$ cat src/sv/deq_pkg.sv
// ----------------------------------------------------------------------------
// Deque package
// Shared widths, opcodes, status codes and the command type that passes
// from the front part to the back part of the double-ended queue.
// ----------------------------------------------------------------------------
package deq_pkg;

    localparam int DEPTH_DEFAULT = 16;
    localparam int OPCODE_W      = 3;
    localparam int DATA_W        = 64;
    localparam int STATUS_W      = 2;
    localparam int OCC_W         = 5;

    typedef enum logic [OPCODE_W-1:0] {
        OP_PUSH_FRONT = 3'd0,
        OP_PUSH_BACK  = 3'd1,
        OP_POP_FRONT  = 3'd2,
        OP_POP_BACK   = 3'd3,
        OP_LIST_FWD   = 3'd4,
        OP_LIST_BACK  = 3'd5
    } opcode_t;

    typedef enum logic [STATUS_W-1:0] {
        ST_OK    = 2'd0,
        ST_EMPTY = 2'd1,
        ST_FULL  = 2'd2
    } status_t;

    typedef struct packed {
        opcode_t           op;
        logic [DATA_W-1:0] data;
    } cmd_t;

endpackage

$ cat src/sv/deq_if.sv
// ----------------------------------------------------------------------------
// Deque channels
// Valid/ready channels for requests into the deque and results out of it.
// ----------------------------------------------------------------------------
interface deq_req_if;
    logic                        valid;
    logic                        ready;
    logic [deq_pkg::OPCODE_W-1:0] opcode;
    logic [deq_pkg::DATA_W-1:0]   data_value;

    modport source (output valid, output opcode, output data_value, input ready);
    modport sink   (input valid, input opcode, input data_value, output ready);
endinterface

interface deq_rsp_if;
    logic                         valid;
    logic                         ready;
    logic [deq_pkg::DATA_W-1:0]   value;
    logic [deq_pkg::STATUS_W-1:0] status;
    logic                         last;
    logic [deq_pkg::OCC_W-1:0]    occupancy;

    modport source (output valid, output value, output status, output last,
                    output occupancy, input ready);
    modport sink   (input valid, input value, input status, input last,
                    input occupancy, output ready);
endinterface

$ cat src/sv/deq_front.sv
// ----------------------------------------------------------------------------
// Deque front end
// Accepts requests, drops unknown opcodes and holds up to two commands
// for the back end.
// ----------------------------------------------------------------------------
module deq_front (
    input  logic          clk,
    input  logic          rst_n,
    deq_req_if.sink       request,
    output logic          cmd_valid,
    output deq_pkg::cmd_t cmd,
    input  logic          cmd_ready
);
    import deq_pkg::*;

    cmd_t       q_mem [2];
    logic       wr_ptr_reg;
    logic       wr_ptr_next;
    logic       rd_ptr_reg;
    logic       rd_ptr_next;
    logic [1:0] fill_reg;
    logic [1:0] fill_next;
    logic       known;
    logic       push;
    logic       pop;

    assign request.ready = (fill_reg != 2'd2);
    assign cmd_valid     = (fill_reg != 2'd0);
    assign cmd           = q_mem[rd_ptr_reg];

    always_comb
    begin
        known = request.opcode inside {[OP_PUSH_FRONT:OP_LIST_BACK]};
        push  = request.valid && request.ready && known;
        pop   = cmd_valid && cmd_ready;

        wr_ptr_next = push ? ~wr_ptr_reg : wr_ptr_reg;
        rd_ptr_next = pop  ? ~rd_ptr_reg : rd_ptr_reg;
        fill_next   = fill_reg;
        if (push && !pop)
        begin
            fill_next = fill_reg + 2'd1;
        end
        else if (pop && !push)
        begin
            fill_next = fill_reg - 2'd1;
        end
    end

    always_ff @(posedge clk or negedge rst_n)
    begin
        if (!rst_n)
        begin
            wr_ptr_reg <= 1'b0;
            rd_ptr_reg <= 1'b0;
            fill_reg   <= 2'd0;
        end
        else
        begin
            wr_ptr_reg <= wr_ptr_next;
            rd_ptr_reg <= rd_ptr_next;
            fill_reg   <= fill_next;
        end
    end

    always_ff @(posedge clk)
    begin
        if (push)
        begin
            q_mem[wr_ptr_reg] <= '{op: opcode_t'(request.opcode), data: request.data_value};
        end
    end

endmodule

$ cat src/sv/deq_back.sv
// ----------------------------------------------------------------------------
// Deque back end
// Holds the ring store, head pointer and count, carries out each command
// and drives the registered result channel.
// ----------------------------------------------------------------------------
module deq_back #(
    parameter int DEPTH = deq_pkg::DEPTH_DEFAULT
) (
    input  logic          clk,
    input  logic          rst_n,
    input  logic          cmd_valid,
    input  deq_pkg::cmd_t cmd,
    output logic          cmd_ready,
    deq_rsp_if.source     result
);
    import deq_pkg::*;

    localparam int PTR_W = $clog2(DEPTH);
    localparam int CNT_W = $clog2(DEPTH + 1);

    typedef enum logic [1:0] {
        S_IDLE,
        S_LIST_ADDR,
        S_LIST_OUT
    } state_t;

    state_t              state_reg;
    state_t              state_next;
    logic [PTR_W-1:0]    head_reg;
    logic [PTR_W-1:0]    head_next;
    logic [CNT_W-1:0]    count_reg;
    logic [CNT_W-1:0]    count_next;
    logic [CNT_W-1:0]    idx_reg;
    logic [CNT_W-1:0]    idx_next;
    logic                dir_back_reg;
    logic                dir_back_next;
    logic                out_valid_reg;
    logic                out_valid_next;
    logic [DATA_W-1:0]   out_value_reg;
    logic [DATA_W-1:0]   out_value_next;
    status_t             out_status_reg;
    status_t             out_status_next;
    logic                out_last_reg;
    logic                out_last_next;
    logic [CNT_W-1:0]    out_occ_reg;
    logic [CNT_W-1:0]    out_occ_next;

    logic [DATA_W-1:0]   mem [DEPTH];
    logic [DATA_W-1:0]   rd_data_reg;
    logic                wr_en;
    logic [PTR_W-1:0]    wr_addr;
    logic [PTR_W-1:0]    rd_addr;

    logic                out_free;
    logic                is_full;
    logic                is_empty;
    logic [PTR_W-1:0]    head_dec;
    logic [PTR_W-1:0]    head_inc;
    logic [PTR_W-1:0]    tail_pos;
    logic [CNT_W-1:0]    count_m1;
    logic [CNT_W-1:0]    list_off;
    logic [CNT_W+OCC_W-1:0] occ_ext;

    function automatic logic [PTR_W-1:0] ring_at(input logic [PTR_W-1:0] base,
                                                 input logic [PTR_W-1:0] off);
        logic [PTR_W:0] sum;
        sum = {1'b0, base} + {1'b0, off};
        if (sum >= (PTR_W+1)'(DEPTH))
        begin
            sum = sum - (PTR_W+1)'(DEPTH);
        end
        return sum[PTR_W-1:0];
    endfunction

    assign result.valid     = out_valid_reg;
    assign result.value     = out_value_reg;
    assign result.status    = out_status_reg;
    assign result.last      = out_last_reg;
    assign occ_ext          = {{OCC_W{1'b0}}, out_occ_reg};
    assign result.occupancy = occ_ext[OCC_W-1:0];

    always_comb
    begin
        out_free = !out_valid_reg || result.ready;
        is_full  = (count_reg == CNT_W'(DEPTH));
        is_empty = (count_reg == '0);
        head_dec = (head_reg == '0) ? PTR_W'(DEPTH - 1) : head_reg - PTR_W'(1);
        head_inc = ring_at(head_reg, PTR_W'(1));
        tail_pos = ring_at(head_reg, count_reg[PTR_W-1:0]);
        count_m1 = count_reg - CNT_W'(1);
        list_off = dir_back_reg ? (count_m1 - idx_reg) : idx_reg;
        rd_addr  = ring_at(head_reg, list_off[PTR_W-1:0]);

        state_next      = state_reg;
        head_next       = head_reg;
        count_next      = count_reg;
        idx_next        = idx_reg;
        dir_back_next   = dir_back_reg;
        out_valid_next  = out_valid_reg && !result.ready;
        out_value_next  = out_value_reg;
        out_status_next = out_status_reg;
        out_last_next   = out_last_reg;
        out_occ_next    = out_occ_reg;
        cmd_ready       = 1'b0;
        wr_en           = 1'b0;
        wr_addr         = tail_pos;

        case (state_reg)
            S_IDLE:
            begin
                if (cmd_valid && out_free)
                begin
                    cmd_ready       = 1'b1;
                    out_valid_next  = 1'b1;
                    out_value_next  = '0;
                    out_last_next   = 1'b1;
                    out_status_next = ST_OK;
                    case (cmd.op)
                        OP_PUSH_FRONT, OP_PUSH_BACK:
                        begin
                            if (is_full)
                            begin
                                out_status_next = ST_FULL;
                            end
                            else
                            begin
                                wr_en      = 1'b1;
                                count_next = count_reg + CNT_W'(1);
                                if (cmd.op == OP_PUSH_FRONT)
                                begin
                                    head_next = head_dec;
                                    wr_addr   = head_dec;
                                end
                            end
                        end
                        OP_POP_FRONT, OP_POP_BACK:
                        begin
                            if (is_empty)
                            begin
                                out_status_next = ST_EMPTY;
                            end
                            else
                            begin
                                count_next = count_m1;
                                if (cmd.op == OP_POP_FRONT)
                                begin
                                    head_next = head_inc;
                                end
                            end
                        end
                        OP_LIST_FWD, OP_LIST_BACK:
                        begin
                            if (is_empty)
                            begin
                                out_status_next = ST_EMPTY;
                            end
                            else
                            begin
                                // The walk emits its own results; nothing is loaded now.
                                out_valid_next = out_valid_reg && !result.ready;
                                out_value_next = out_value_reg;
                                out_last_next  = out_last_reg;
                                out_status_next = out_status_reg;
                                dir_back_next  = (cmd.op == OP_LIST_BACK);
                                idx_next       = '0;
                                state_next     = S_LIST_ADDR;
                            end
                        end
                        default:
                        begin
                            out_valid_next = out_valid_reg && !result.ready;
                        end
                    endcase
                    out_occ_next = count_next;
                end
            end
            S_LIST_ADDR:
            begin
                state_next = S_LIST_OUT;
            end
            S_LIST_OUT:
            begin
                if (out_free)
                begin
                    out_valid_next  = 1'b1;
                    out_value_next  = rd_data_reg;
                    out_status_next = ST_OK;
                    out_last_next   = (idx_reg == count_m1);
                    out_occ_next    = count_reg;
                    if (idx_reg == count_m1)
                    begin
                        state_next = S_IDLE;
                    end
                    else
                    begin
                        idx_next   = idx_reg + CNT_W'(1);
                        state_next = S_LIST_ADDR;
                    end
                end
            end
            default:
            begin
                state_next = S_IDLE;
            end
        endcase
    end

    always_ff @(posedge clk or negedge rst_n)
    begin
        if (!rst_n)
        begin
            state_reg      <= S_IDLE;
            head_reg       <= '0;
            count_reg      <= '0;
            idx_reg        <= '0;
            dir_back_reg   <= 1'b0;
            out_valid_reg  <= 1'b0;
            out_value_reg  <= '0;
            out_status_reg <= ST_OK;
            out_last_reg   <= 1'b0;
            out_occ_reg    <= '0;
        end
        else
        begin
            state_reg      <= state_next;
            head_reg       <= head_next;
            count_reg      <= count_next;
            idx_reg        <= idx_next;
            dir_back_reg   <= dir_back_next;
            out_valid_reg  <= out_valid_next;
            out_value_reg  <= out_value_next;
            out_status_reg <= out_status_next;
            out_last_reg   <= out_last_next;
            out_occ_reg    <= out_occ_next;
        end
    end

    // Ring store: one write port, one registered read port.
    always_ff @(posedge clk)
    begin
        if (wr_en)
        begin
            mem[wr_addr] <= cmd.data;
        end
        rd_data_reg <= mem[rd_addr];
    end

    a_count_bound: assert property (@(posedge clk) disable iff (!rst_n)
        count_reg <= CNT_W'(DEPTH))
        else $error("entry count exceeds the depth");

    a_head_bound: assert property (@(posedge clk) disable iff (!rst_n)
        {1'b0, head_reg} < (PTR_W+1)'(DEPTH))
        else $error("head pointer outside the ring");

    a_full_drop: assert property (@(posedge clk) disable iff (!rst_n)
        (state_reg == S_IDLE && cmd_valid && cmd_ready && is_full &&
         (cmd.op == OP_PUSH_FRONT || cmd.op == OP_PUSH_BACK))
        |=> (out_valid_reg && out_status_reg == ST_FULL &&
             $stable(count_reg) && $stable(head_reg)))
        else $error("push into a full deque changed the state");

    a_list_stable: assert property (@(posedge clk) disable iff (!rst_n)
        (state_reg == S_LIST_ADDR || state_reg == S_LIST_OUT)
        |=> ($stable(count_reg) && $stable(head_reg)))
        else $error("deque state changed during a listing");

endmodule

$ cat src/sv/double_ended_queue.sv
// ----------------------------------------------------------------------------
// Double-ended queue
// Bounded deque of 64-bit words with push, pop and listing at both ends.
// ----------------------------------------------------------------------------
// Requests arrive on the request channel with an opcode and a data word;
// results leave on the result channel, each with a value, a status, a last
// flag and the occupancy after the operation. Unknown opcodes are taken and
// produce no result.
// A front end takes requests into a two-entry command queue; the back end
// executes them against the ring store. A push or pop presents its single
// result from the result register once the back end has taken its command
// from the queue; pushes and pops run at one request per cycle while results
// are taken.
// A listing reads the ring store through its registered read port, with an
// address state and an output state per entry, and holds the back end until
// its last entry leaves; requests keep queuing in the front end meanwhile.
// Reset empties the deque; the store contents are undefined until written.
// When the receiver stalls, the result register holds, the back end waits,
// and the request channel stalls once the command queue is full.
// ----------------------------------------------------------------------------
module double_ended_queue #(
    parameter int DEPTH = deq_pkg::DEPTH_DEFAULT
) (
    input  logic      clk,
    input  logic      rst_n,
    deq_req_if.sink   request,
    deq_rsp_if.source result
);
    import deq_pkg::*;

    logic cmd_valid;
    logic cmd_ready;
    cmd_t cmd;

    deq_front u_front (
        .clk       (clk),
        .rst_n     (rst_n),
        .request   (request),
        .cmd_valid (cmd_valid),
        .cmd       (cmd),
        .cmd_ready (cmd_ready)
    );

    deq_back #(
        .DEPTH (DEPTH)
    ) u_back (
        .clk       (clk),
        .rst_n     (rst_n),
        .cmd_valid (cmd_valid),
        .cmd       (cmd),
        .cmd_ready (cmd_ready),
        .result    (result)
    );

endmodule
$ cat src/flat_wrapper.sv
// flat-port wrapper written by rule: the top's interface ports become plain ports
module double_ended_queue_flat import deq_pkg::*;
#(
    parameter int DEPTH = deq_pkg::DEPTH_DEFAULT
)
  (clk, rst_n, request_valid, request_opcode, request_data_value, request_ready, result_valid, result_value, result_status, result_last, result_occupancy, result_ready);
  deq_req_if request_i ();
  deq_rsp_if result_i ();
  input  logic clk;
  input  logic rst_n;
  input wire logic [$bits(request_i.valid)-1:0] request_valid;
  input wire logic [$bits(request_i.opcode)-1:0] request_opcode;
  input wire logic [$bits(request_i.data_value)-1:0] request_data_value;
  output wire logic [$bits(request_i.ready)-1:0] request_ready;
  output wire logic [$bits(result_i.valid)-1:0] result_valid;
  output wire logic [$bits(result_i.value)-1:0] result_value;
  output wire logic [$bits(result_i.status)-1:0] result_status;
  output wire logic [$bits(result_i.last)-1:0] result_last;
  output wire logic [$bits(result_i.occupancy)-1:0] result_occupancy;
  input wire logic [$bits(result_i.ready)-1:0] result_ready;
  assign request_i.valid = request_valid;
  assign request_i.opcode = request_opcode;
  assign request_i.data_value = request_data_value;
  assign request_ready = request_i.ready;
  assign result_valid = result_i.valid;
  assign result_value = result_i.value;
  assign result_status = result_i.status;
  assign result_last = result_i.last;
  assign result_occupancy = result_i.occupancy;
  assign result_i.ready = result_ready;
  double_ended_queue #(.DEPTH(DEPTH)) u_core (.clk(clk), .rst_n(rst_n), .request(request_i), .result(result_i));
endmodule
$ cat config.mk
export PLATFORM = sky130hd
export DESIGN_NAME = double_ended_queue_flat
export DESIGN_NICKNAME = d
export VERILOG_FILES = /design/src/sv/deq_pkg.sv /design/src/sv/deq_if.sv /design/src/sv/deq_front.sv /design/src/sv/deq_back.sv /design/src/sv/double_ended_queue.sv /design/src/flat_wrapper.sv
export SDC_FILE = /design/constraint.sdc
export NUM_CORES = 1
export LEC_CHECK = 0
export BUFFER_PORTS_ARGS = -buffer_cell sky130_fd_sc_hd__buf_2
export CORE_MARGIN = 2
export CORE_UTILIZATION = 65
export DETAILED_ROUTE_END_ITERATION = 6
export GPL_ROUTABILITY_DRIVEN = 0
export PLACE_DENSITY = 0.83
export RECOVER_POWER = 100
export SKIP_CTS_REPAIR_TIMING = 1
export SLEW_MARGIN = 25
export SYNTH_ARGS = -nofsm -noshare
export SYNTH_HDL_FRONTEND = slang
export SYNTH_SLANG_ARGS = --single-unit
$ cat constraint.sdc
create_clock -name clk -period 18.56 [get_ports clk]
set_clock_uncertainty 0.15 [all_clocks]
set_input_delay 5.568 -clock clk [delete_from_list [all_inputs] [get_ports clk]]
set_output_delay 5.568 -clock clk [all_outputs]
set_load 0.005 [all_outputs]
==> impl_summary.md, run 1 <==
Status
The flow ran to the end, but the final reports show violations. The final reports fail on capacitance limit, slew limit.

Timing
After layout, the minimum clock period comes to 12.17 ns. The final-report max-slew violation count is between 1.5k and 2k. The transition at the pin with the smallest max-transition slack is 5.07 ns. Of the available clock period, the critical path in the final layout requires 0.656. The final hold violation count is 0. Timing would allow up to around 80 MHz. Setup repair after global routing left no endpoint under its margin.

Measured against its own limit, the worst slew margin works out to -2.38. Adding up every negative setup slack in the final design gives 0 ns. Setup violations remaining at the end of the flow were counted as 0.

Global routing
In the global route stage, overall resource usage came out at 0.305. The first-pass GRT wire length is 173 mm. Entering global routing, the biggest net connects 122 pins. The number of antenna violations at the first check in global routing is 1. The number of global-route vias before repair came to 25.7k. The overflow left after global routing is 0.

Worst setup path
The cell count of the worst reg-to-reg path is 7. The beginning of the worst register-to-register path is u_core.u_front.rd_ptr_reg. The maximum net fanout on the critical path is 58. The endpoint of the worst register-to-register path is u_core.u_back.mem[6][11]. The cell type of the slowest stage on the worst timing path is sky130_fd_sc_hd__clkbuf_1. For this run, the slowest stage of the critical path takes 3.33 ns.

Walking the worst path, the cells encountered are buf_2 > nand2b_1 > and3_1 > nand4_1 > mux2i_1 > clkbuf_1 > nor4b_1 > clkbuf_1. The data arrival time of the critical path is 12.22 ns. The start-to-end type of the worst setup path is in -> reg.

In this design, the critical path's most frequently occurring cell is sky130_fd_sc_hd__clkbuf_1. In this run the worst setup path begins at result_ready. For flop-to-flop paths, the worst setup slack is 7.14 ns. The data required time at the worst endpoint is 18.60 ns. The worst setup path is captured at a register.

The critical path ends at u_core.u_back.mem[6][11]. STA classifies the critical path startpoint as an input pin.

CTS
In this run, CTS created clock tree buffers numbering 120. The tree is rooted in a sky130_fd_sc_hd__clkbuf_16. The clock network latency to the later pin of the worst-skew pair is 0.71 ns.

Clock-pin slew was measured on the worst setup and hold paths at 0.06 ns. The total number of H-tree levels is 3. TritonCTS built the clock tree. The number of sinks on the clock net is 1,316. In this run the deepest clock path goes through 3 buffers.

Synthesis
In this run, synthesis produced a sequential element count of 1,316. The share of synthesized area occupied by flip-flops and latches is 0.772. The most frequent cell after synthesis is sky130_fd_sc_hd__edfxtp_1. The total number of yosys warnings is 0. The cell area that synthesis handed to floorplanning was around 50,000 sq um. The number of distinct standard cells referenced by the synthesized netlist is between 70 and 80. The proportion of synthesized flip-flops having asynchronous set or reset is 0.0714. Sorting the synthesized cells by area gives the leading types as sky130_fd_sc_hd__edfxtp_1, sky130_fd_sc_hd__mux4_2, sky130_fd_sc_hd__dfrtp_1. A synthesized cell averages 22.2 sq um. The share of the synthesized area in the top cell type is 0.699. The number of nets handed over by synthesis was 2,332. The count of flip-flops with a built-in enable after synthesis is 1,158. The biggest area consumer among synthesized cells is sky130_fd_sc_hd__edfxtp_1. In the synthesized netlist, the cells that appear most often are sky130_fd_sc_hd__edfxtp_1, sky130_fd_sc_hd__mux4_2, sky130_fd_sc_hd__mux2i_1. The main flop type after synthesis is sky130_fd_sc_hd__edfxtp_1. The number of cells produced by synthesis is between 2k and 2.5k.

Floorplan
The die span in x is 281 microns. The vertical extent of the die is around 280 microns. The floorplan die area is 78,800 sq um. The total number of placement rows is 101. The initial utilization of the core area, before any placement, comes to 0.656.

The number of placed I/O pins is ~150. In this run the standard cell core region covers around 76,000 sq um.

Place
The number of input and output port buffers inserted is about 140. After legalization and detailed placement, the total HPWL measured roughly 55 mm. Including well taps, the total number of placed cells is 3,287.

Layout
In the final layout, the share of cells above drive strength 1 is 0.211. The register with the most flip-flops in the final layout is u_core.u_back.mem. The number of antenna repair diodes is 0. The net count of the finished layout is 2,524.

The count of placed standard cells in the final layout, fillers left out is 3,519. The register area is 38,400 sq um. The multi-input gate area in the final layout is 10,700 sq um.

The area added between synthesis and finish is 11.3%. The flip-flop count of the largest register after layout is 1,024. The filler cells instantiated in the layout total 3,922. The largest registers in the layout are u_core.u_back.mem x1024, u_core.u_front.q_mem x134.

Routing
In this run the remaining antenna-violating nets after routing total 0. The via density per instance is 6.99. For this block, the initial DRC count from the detailed router was roughly 3.5k. The routed layout has about 25k vias. Before antenna repair, the detailed router went through 7 iterations. The total length of routed wires is 117 mm. After detailed routing, the average wire length per cell comes to 33.3 microns. After detailed routing, the number of remaining DRC violations is 0.

Worst hold path
Counting instances, the worst hold path has a depth of 1. The startpoint of the tightest hold check path is u_core.u_back.rd_data_reg[58]. The tightest min-delay check is of the reg -> reg type.

Job
The max-capacitance violation count is 36.
==> through the flow <==
step | setup WS [ns] | area, sq um | hold WS (ns) | util
final | 6.39 | 55400 | 0.298 | 0.730
after CTS | 9.98 | 55700 | 0.303 | 0.735
after detailed placement | 9.34 | 51600 | 0.290 | 0.681
after global placement | 9.53 | 51500 | 0.286 | 0.679
after floorplan | 4.51 | 49800 | 0.283 | -
after global routing | 6.21 | 55400 | 0.316 | 0.730
==> layout make-up <==
cell class	instances	share of cell area
tap	978	0.0221
clock buffer	169	0.0627
timing repair buffer	184	0.0153
clock inverter	59	0.0118
inverter	16	0.00108
sequential	1316	0.694
multi-input combinational	797	0.193
==> cells in the final DEF, fill, tap and decap left out, types with 55 or more instances in the layout <==
| cell | n |
|---|---|
| sky130_fd_sc_hd__edfxtp_1 | 1158 |
| sky130_fd_sc_hd__mux4_2 | 256 |
| sky130_fd_sc_hd__mux2i_1 | 197 |
| sky130_fd_sc_hd__clkbuf_1 | 143 |
| sky130_fd_sc_hd__clkbuf_16 | 123 |
| sky130_fd_sc_hd__dfrtp_1 | 94 |
| sky130_fd_sc_hd__mux2_1 | 65 |
| sky130_fd_sc_hd__a22o_1 | 64 |
| sky130_fd_sc_hd__dfxtp_1 | 64 |
| sky130_fd_sc_hd__buf_2 | 55 |
==> worst min path at each step <==
stage                                          end
global route         u_core.u_back.result.value[0]
finish              u_core.u_back.result.value[58]
CTS                 u_core.u_back.result.value[45]
detailed placement  u_core.u_back.result.value[19]
floorplan            u_core.u_back.result.value[0]
global placement    u_core.u_back.result.value[19]
==> logic make-up (layout without fill, tap and decap cells) <==
logic type               Yosys count  count (layout)  synth area share
AO/OA/AOI/OAI                    134             134            0.0208
multiplexers                     524             524             0.172
AND/OR/NAND/NOR                  100             100            0.0128
XOR/XNOR                          21              21           0.00435
buffers and inverters            130             428            0.0134
flip-flops                      1316            1316             0.772
adder cells (fa/ha/maj)           18              18           0.00498
==> routing by layer <==
layer  part of all wire  global-route usage
met1               0.37               0.413
met2               0.52               0.512
met4              0.030               0.104
met3              0.088              0.0524
met5                  0                   0
==> critical path: cells and delay by family <==
family,cells,cell delay (ns)
simple gates,4,2.30
buf+inv,3,4.03
mux,1,0.27
Power of run 1 is left out: the tool's default activity adds up to more than one toggle a clock period on the data nets, which glitch-free logic cannot reach.
==> run 2: changes to the inputs <==
--- a/config.mk
+++ b/config.mk
@@ -5,12 +5,13 @@
 export SDC_FILE = /design/constraint.sdc
 export NUM_CORES = 1
 export LEC_CHECK = 0
+export ABC_AREA = 1
 export BUFFER_PORTS_ARGS = -buffer_cell sky130_fd_sc_hd__buf_2
 export CORE_MARGIN = 2
-export CORE_UTILIZATION = 65
+export CORE_UTILIZATION = 56
 export DETAILED_ROUTE_END_ITERATION = 6
 export GPL_ROUTABILITY_DRIVEN = 0
-export PLACE_DENSITY = 0.83
+export PLACE_DENSITY = 0.76
 export RECOVER_POWER = 100
 export SKIP_CTS_REPAIR_TIMING = 1
 export SLEW_MARGIN = 25
==> constraint.sdc (replaced) <==
create_clock -name clk -period 10.4 [get_ports clk]
set_clock_uncertainty 0.15 [all_clocks]
set_input_delay 3.12 -clock clk [delete_from_list [all_inputs] [get_ports clk]]
set_output_delay 3.12 -clock clk [all_outputs]
set_load 0.005 [all_outputs]
==> impl_summary.md, run 2 <==
Worst setup path
The cell family contributing the most delay on the critical path is buffers and inverters. The worst setup path is captured at a register. The worst register-to-register path has a depth of 11.

The beginning of the worst register-to-register path is u_core.u_front.rd_ptr_reg. The data arrival time of the critical path is between 7 and 8 ns. STA classifies the critical path startpoint as a register. The endpoint of the worst register-to-register path is u_core.u_back.mem[6][39]. The critical path goes through clkinvlp_2 > o21ai_0 > nor2_2 > nand2_1 > inv_1 > nand2_1 > nand2_1 > o21ai_0 > nand4_1 > nor2_4 > clkbuf_2.

The largest individual stage delay along the critical path comes from the cell sky130_fd_sc_hd__dfrtp_1. The setup check on the worst reg-to-reg path leaves a slack of roughly 2.9 ns. The data required time at the worst endpoint is 10.55 ns.

By startpoint and endpoint, the worst setup path is classified as reg -> reg. The critical path's most frequent cell is sky130_fd_sc_hd__nand2_1. In this design, the stage delay of the slowest critical-path cell is approximately 1.8 ns. The count of buffer and inverter cells on the critical path is 3.

Along the worst path, the maximum fanout reaches 64.

CTS
TritonCTS built the clock tree. The clock network latency to the later pin of the worst-skew pair is between 0.7 and 0.8 ns. The number of clock buffers added by TritonCTS is 130. The H-tree generated during clock tree synthesis spans 4 levels.

The clock passes through at most 3 buffers. The number of sinks on the clock net is between 1k and 1.5k. The clock tree root buffer cell is sky130_fd_sc_hd__clkbuf_16. Clock-pin slew was measured on the worst setup and hold paths at 0.06 ns.

Place
The number of input and output port buffers inserted is between 100 and 150. The half-perimeter wire length after placement is 60.3 mm.

Synthesis
Ranked by total cell area, the synthesized netlist is headed by sky130_fd_sc_hd__edfxtp_1, sky130_fd_sc_hd__nand2_1, sky130_fd_sc_hd__dfrtp_1. When the netlist entered floorplanning its net count stood at 3,876. The biggest area consumer among synthesized cells is sky130_fd_sc_hd__edfxtp_1.

The most used flip-flop cell after synthesis is sky130_fd_sc_hd__edfxtp_1. The number of storage elements in the synthesis netlist is 1,316. The proportion of synthesized flip-flops having asynchronous set or reset is 0.0714. By count the netlist is led by sky130_fd_sc_hd__edfxtp_1, sky130_fd_sc_hd__nand2_1, sky130_fd_sc_hd__nor2_1.

The mean cell area of the mapped netlist is 13.4 sq um. The share of the Yosys chip area taken by registers is 0.754. In this run, synthesis inferred about 1.2k flip-flops with an integrated enable.

The number of cells produced by synthesis is ~3.8k. Of the post-synthesis cell area, the dominant cell type holds 0.683. For this run, the number of Yosys warnings is 0.

The number of distinct standard cells referenced by the synthesized netlist is 40. The mapped cell area is around 51,000 sq um. The most frequent cell after synthesis is sky130_fd_sc_hd__edfxtp_1.

Floorplan
For this design the top-level I/O count stands at 145. Measured along the x axis, the die boundary spans 306 microns. The area inside the core boundary is 90,000 sq um. The floorplan die area is just over 90,000 sq um. The vertical extent of the die is 306 microns. The initial core utilization is 0.566.

The total number of placement rows is 110.

Status
The checks that failed: capacitance limit, slew limit. The run finished, with violations left.

Timing
The summed negative setup slack over all endpoints is 0 ns. For the pin with the worst max-slew slack, the measured transition is about 3.1 ns. Setup repair after global routing left no endpoint under its margin. The worst max-slew margin expressed relative to the limit is -1.07. Static timing analysis puts the maximum clock frequency at 134 MHz.

The final-report max-slew violation count came to 663. The final hold violation count is 0. Setup violations remaining at the end of the flow were counted as 0.

Dividing the final minimum period by the clock period gives 0.718. The clock period could shrink to 7.46 ns.

Layout
After filler insertion, the fill cell instance count of the layout stands at 6,488. In the final layout, flip-flops and latches occupy 38,400 sq um. In the final design database the tool counted 3,950 nets.

Summing all multi-input logic gate instances after layout gives roughly 11,000 sq um. The number of antenna repair diodes is 0. The flip-flop count of the largest register after layout is 1,024. Of the cells placed in the final design, the portion with a size suffix greater than 1 is 0.0847. The register ranked first by flip-flop count is u_core.u_back.mem.

The library cells used most frequently in the layout, excluding fill and tap cells, are sky130_fd_sc_hd__edfxtp_1, sky130_fd_sc_hd__nand2_1, sky130_fd_sc_hd__nor2_1, sky130_fd_sc_hd__o21ai_0, sky130_fd_sc_hd__clkbuf_16. In the final layout, the registers with the most flip-flops are u_core.u_back.mem x1024, u_core.u_front.q_mem x134. Leaving out fill and tap cells, the most frequent cell in the layout is sky130_fd_sc_hd__edfxtp_1.

The area added between synthesis and finish is 10.9%.

Worst hold path
The startpoint identified for the worst hold timing path is u_core.u_back.rd_data_reg[39]. The path category of the worst min-delay check is reg -> reg. Along the worst hold path, the cell count comes to 1.

The destination of the worst hold path is u_core.u_back.result.value[39].

Routing
The number of DRC violations after detailed-routing iteration 0 is 3,467. The total length of routed wires is 117 mm. The top routing layer in use is met4.

The DRC violations left is 0. The detail route stage leaves a number of antenna-violating nets equal to 0. Dividing the detail-routed via count by the number of cells gives 6.07. The routed design uses 57.4 mm of met2 wire.

The sum of routed wire segments on met1 is 47.5 mm. The iteration count of the initial detailed-routing pass is 6. The total via count in the routed design is 31.2k. The routed wirelength normalized by instance count is roughly 23 microns. Wire segments on met3 add up to 8.47 mm in the final route.

Job
Across the run, the number of max-cap violations was 17.

Global routing
Summed over all layers, the global routing overflow is 0. The number of global-route vias before repair is 30.7k. The first global-routing pass estimated 178 mm of wire. The maximum number of pins on one net before global-route repair is 322. The number of antenna violations at the first check in global routing is 0. Across every metal layer, demand over resource in global routing totals 0.249.
[run 2: cell types whose count changed after synthesis, moves of 69 or more]
cell,before,now
sky130_fd_sc_hd__mux2_2,69,0
sky130_fd_sc_hd__mux2i_1,197,0
sky130_fd_sc_hd__mux4_2,256,0
sky130_fd_sc_hd__nand2_1,18,653
sky130_fd_sc_hd__nand3_1,9,92
sky130_fd_sc_hd__nor2_1,15,415
sky130_fd_sc_hd__o21ai_0,16,358
sky130_fd_sc_hd__o21ai_1,1,120
sky130_fd_sc_hd__o22ai_1,0,128
[run 2: worst max path at each step]
stage | from | endpoint | slack, ns | cells after the start
5_1_grt | u_core.u_front.rd_ptr_reg | u_core.u_back.mem[6][48] | 2.57 | 11
3_3_place_gp | result_ready | u_core.u_back.mem[3][51] | 3.61 | 13
2_1_floorplan | result_ready | u_core.u_back.mem[4][0] | 3.00 | 8
3_5_place_dp | result_ready | u_core.u_back.mem[2][47] | 3.63 | 13
6_report | u_core.u_front.rd_ptr_reg | u_core.u_back.mem[6][39] | 2.94 | 11
4_1_cts | result_ready | u_core.u_back.mem[2][59] | 4.39 | 13
[run 2: layout make-up]
cell class | instances | share of cell area
inverters | 49 | 0.00388
repair buffers | 190 | 0.0181
well taps | 1176 | 0.0261
multi-input cells | 2174 | 0.197
clock inverters | 71 | 0.0120
flip-flops and latches | 1316 | 0.680
clock buffers | 168 | 0.0627
[run 2: cells by family (layout without fill, tap and decap cells)]
| kind of cell | count (synthesis) | after routing | share of synthesized area |
|---|---|---|---|
| xor gates and xnor gates | 19 | 19 | 0.00327 |
| adders and majority gates | 18 | 18 | 0.00486 |
| buffers and inverters | 297 | 478 | 0.0299 |
| DFF | 1316 | 1316 | 0.754 |
| and+or+nand+nor | 1184 | 1184 | 0.0912 |
| AOI/OAI and AO/OA | 953 | 953 | 0.117 |
[run 2: metrics by stage]
| step | instances | util | setup slack, ns | hold WS [ns] | cell area (sq um) |
|---|---|---|---|---|---|
| global route | 5144 | 0.627 | 2.57 | 0.317 | 56500 |
| floorplan | 3787 | - | 3.00 | 0.283 | 50900 |
| finish | 5144 | 0.627 | 2.94 | 0.301 | 56500 |
| global placement | 4897 | 0.581 | 3.61 | 0.285 | 52300 |
| detailed placement | 4899 | 0.582 | 3.63 | 0.289 | 52400 |
| CTS | 5138 | 0.629 | 4.39 | 0.301 | 56600 |
[run 2: layer usage]
| layer | vias to the layer above | GRT usage |
|---|---|---|
| met3 | 242 | 0.0361 |
| met5 | - | 0 |
| met2 | 1383 | 0.409 |
| met1 | 15500 | 0.340 |
| li1 | 14100 | - |
| met4 | 0 | 0.0990 |
Power of run 2 is left out for the same reason.
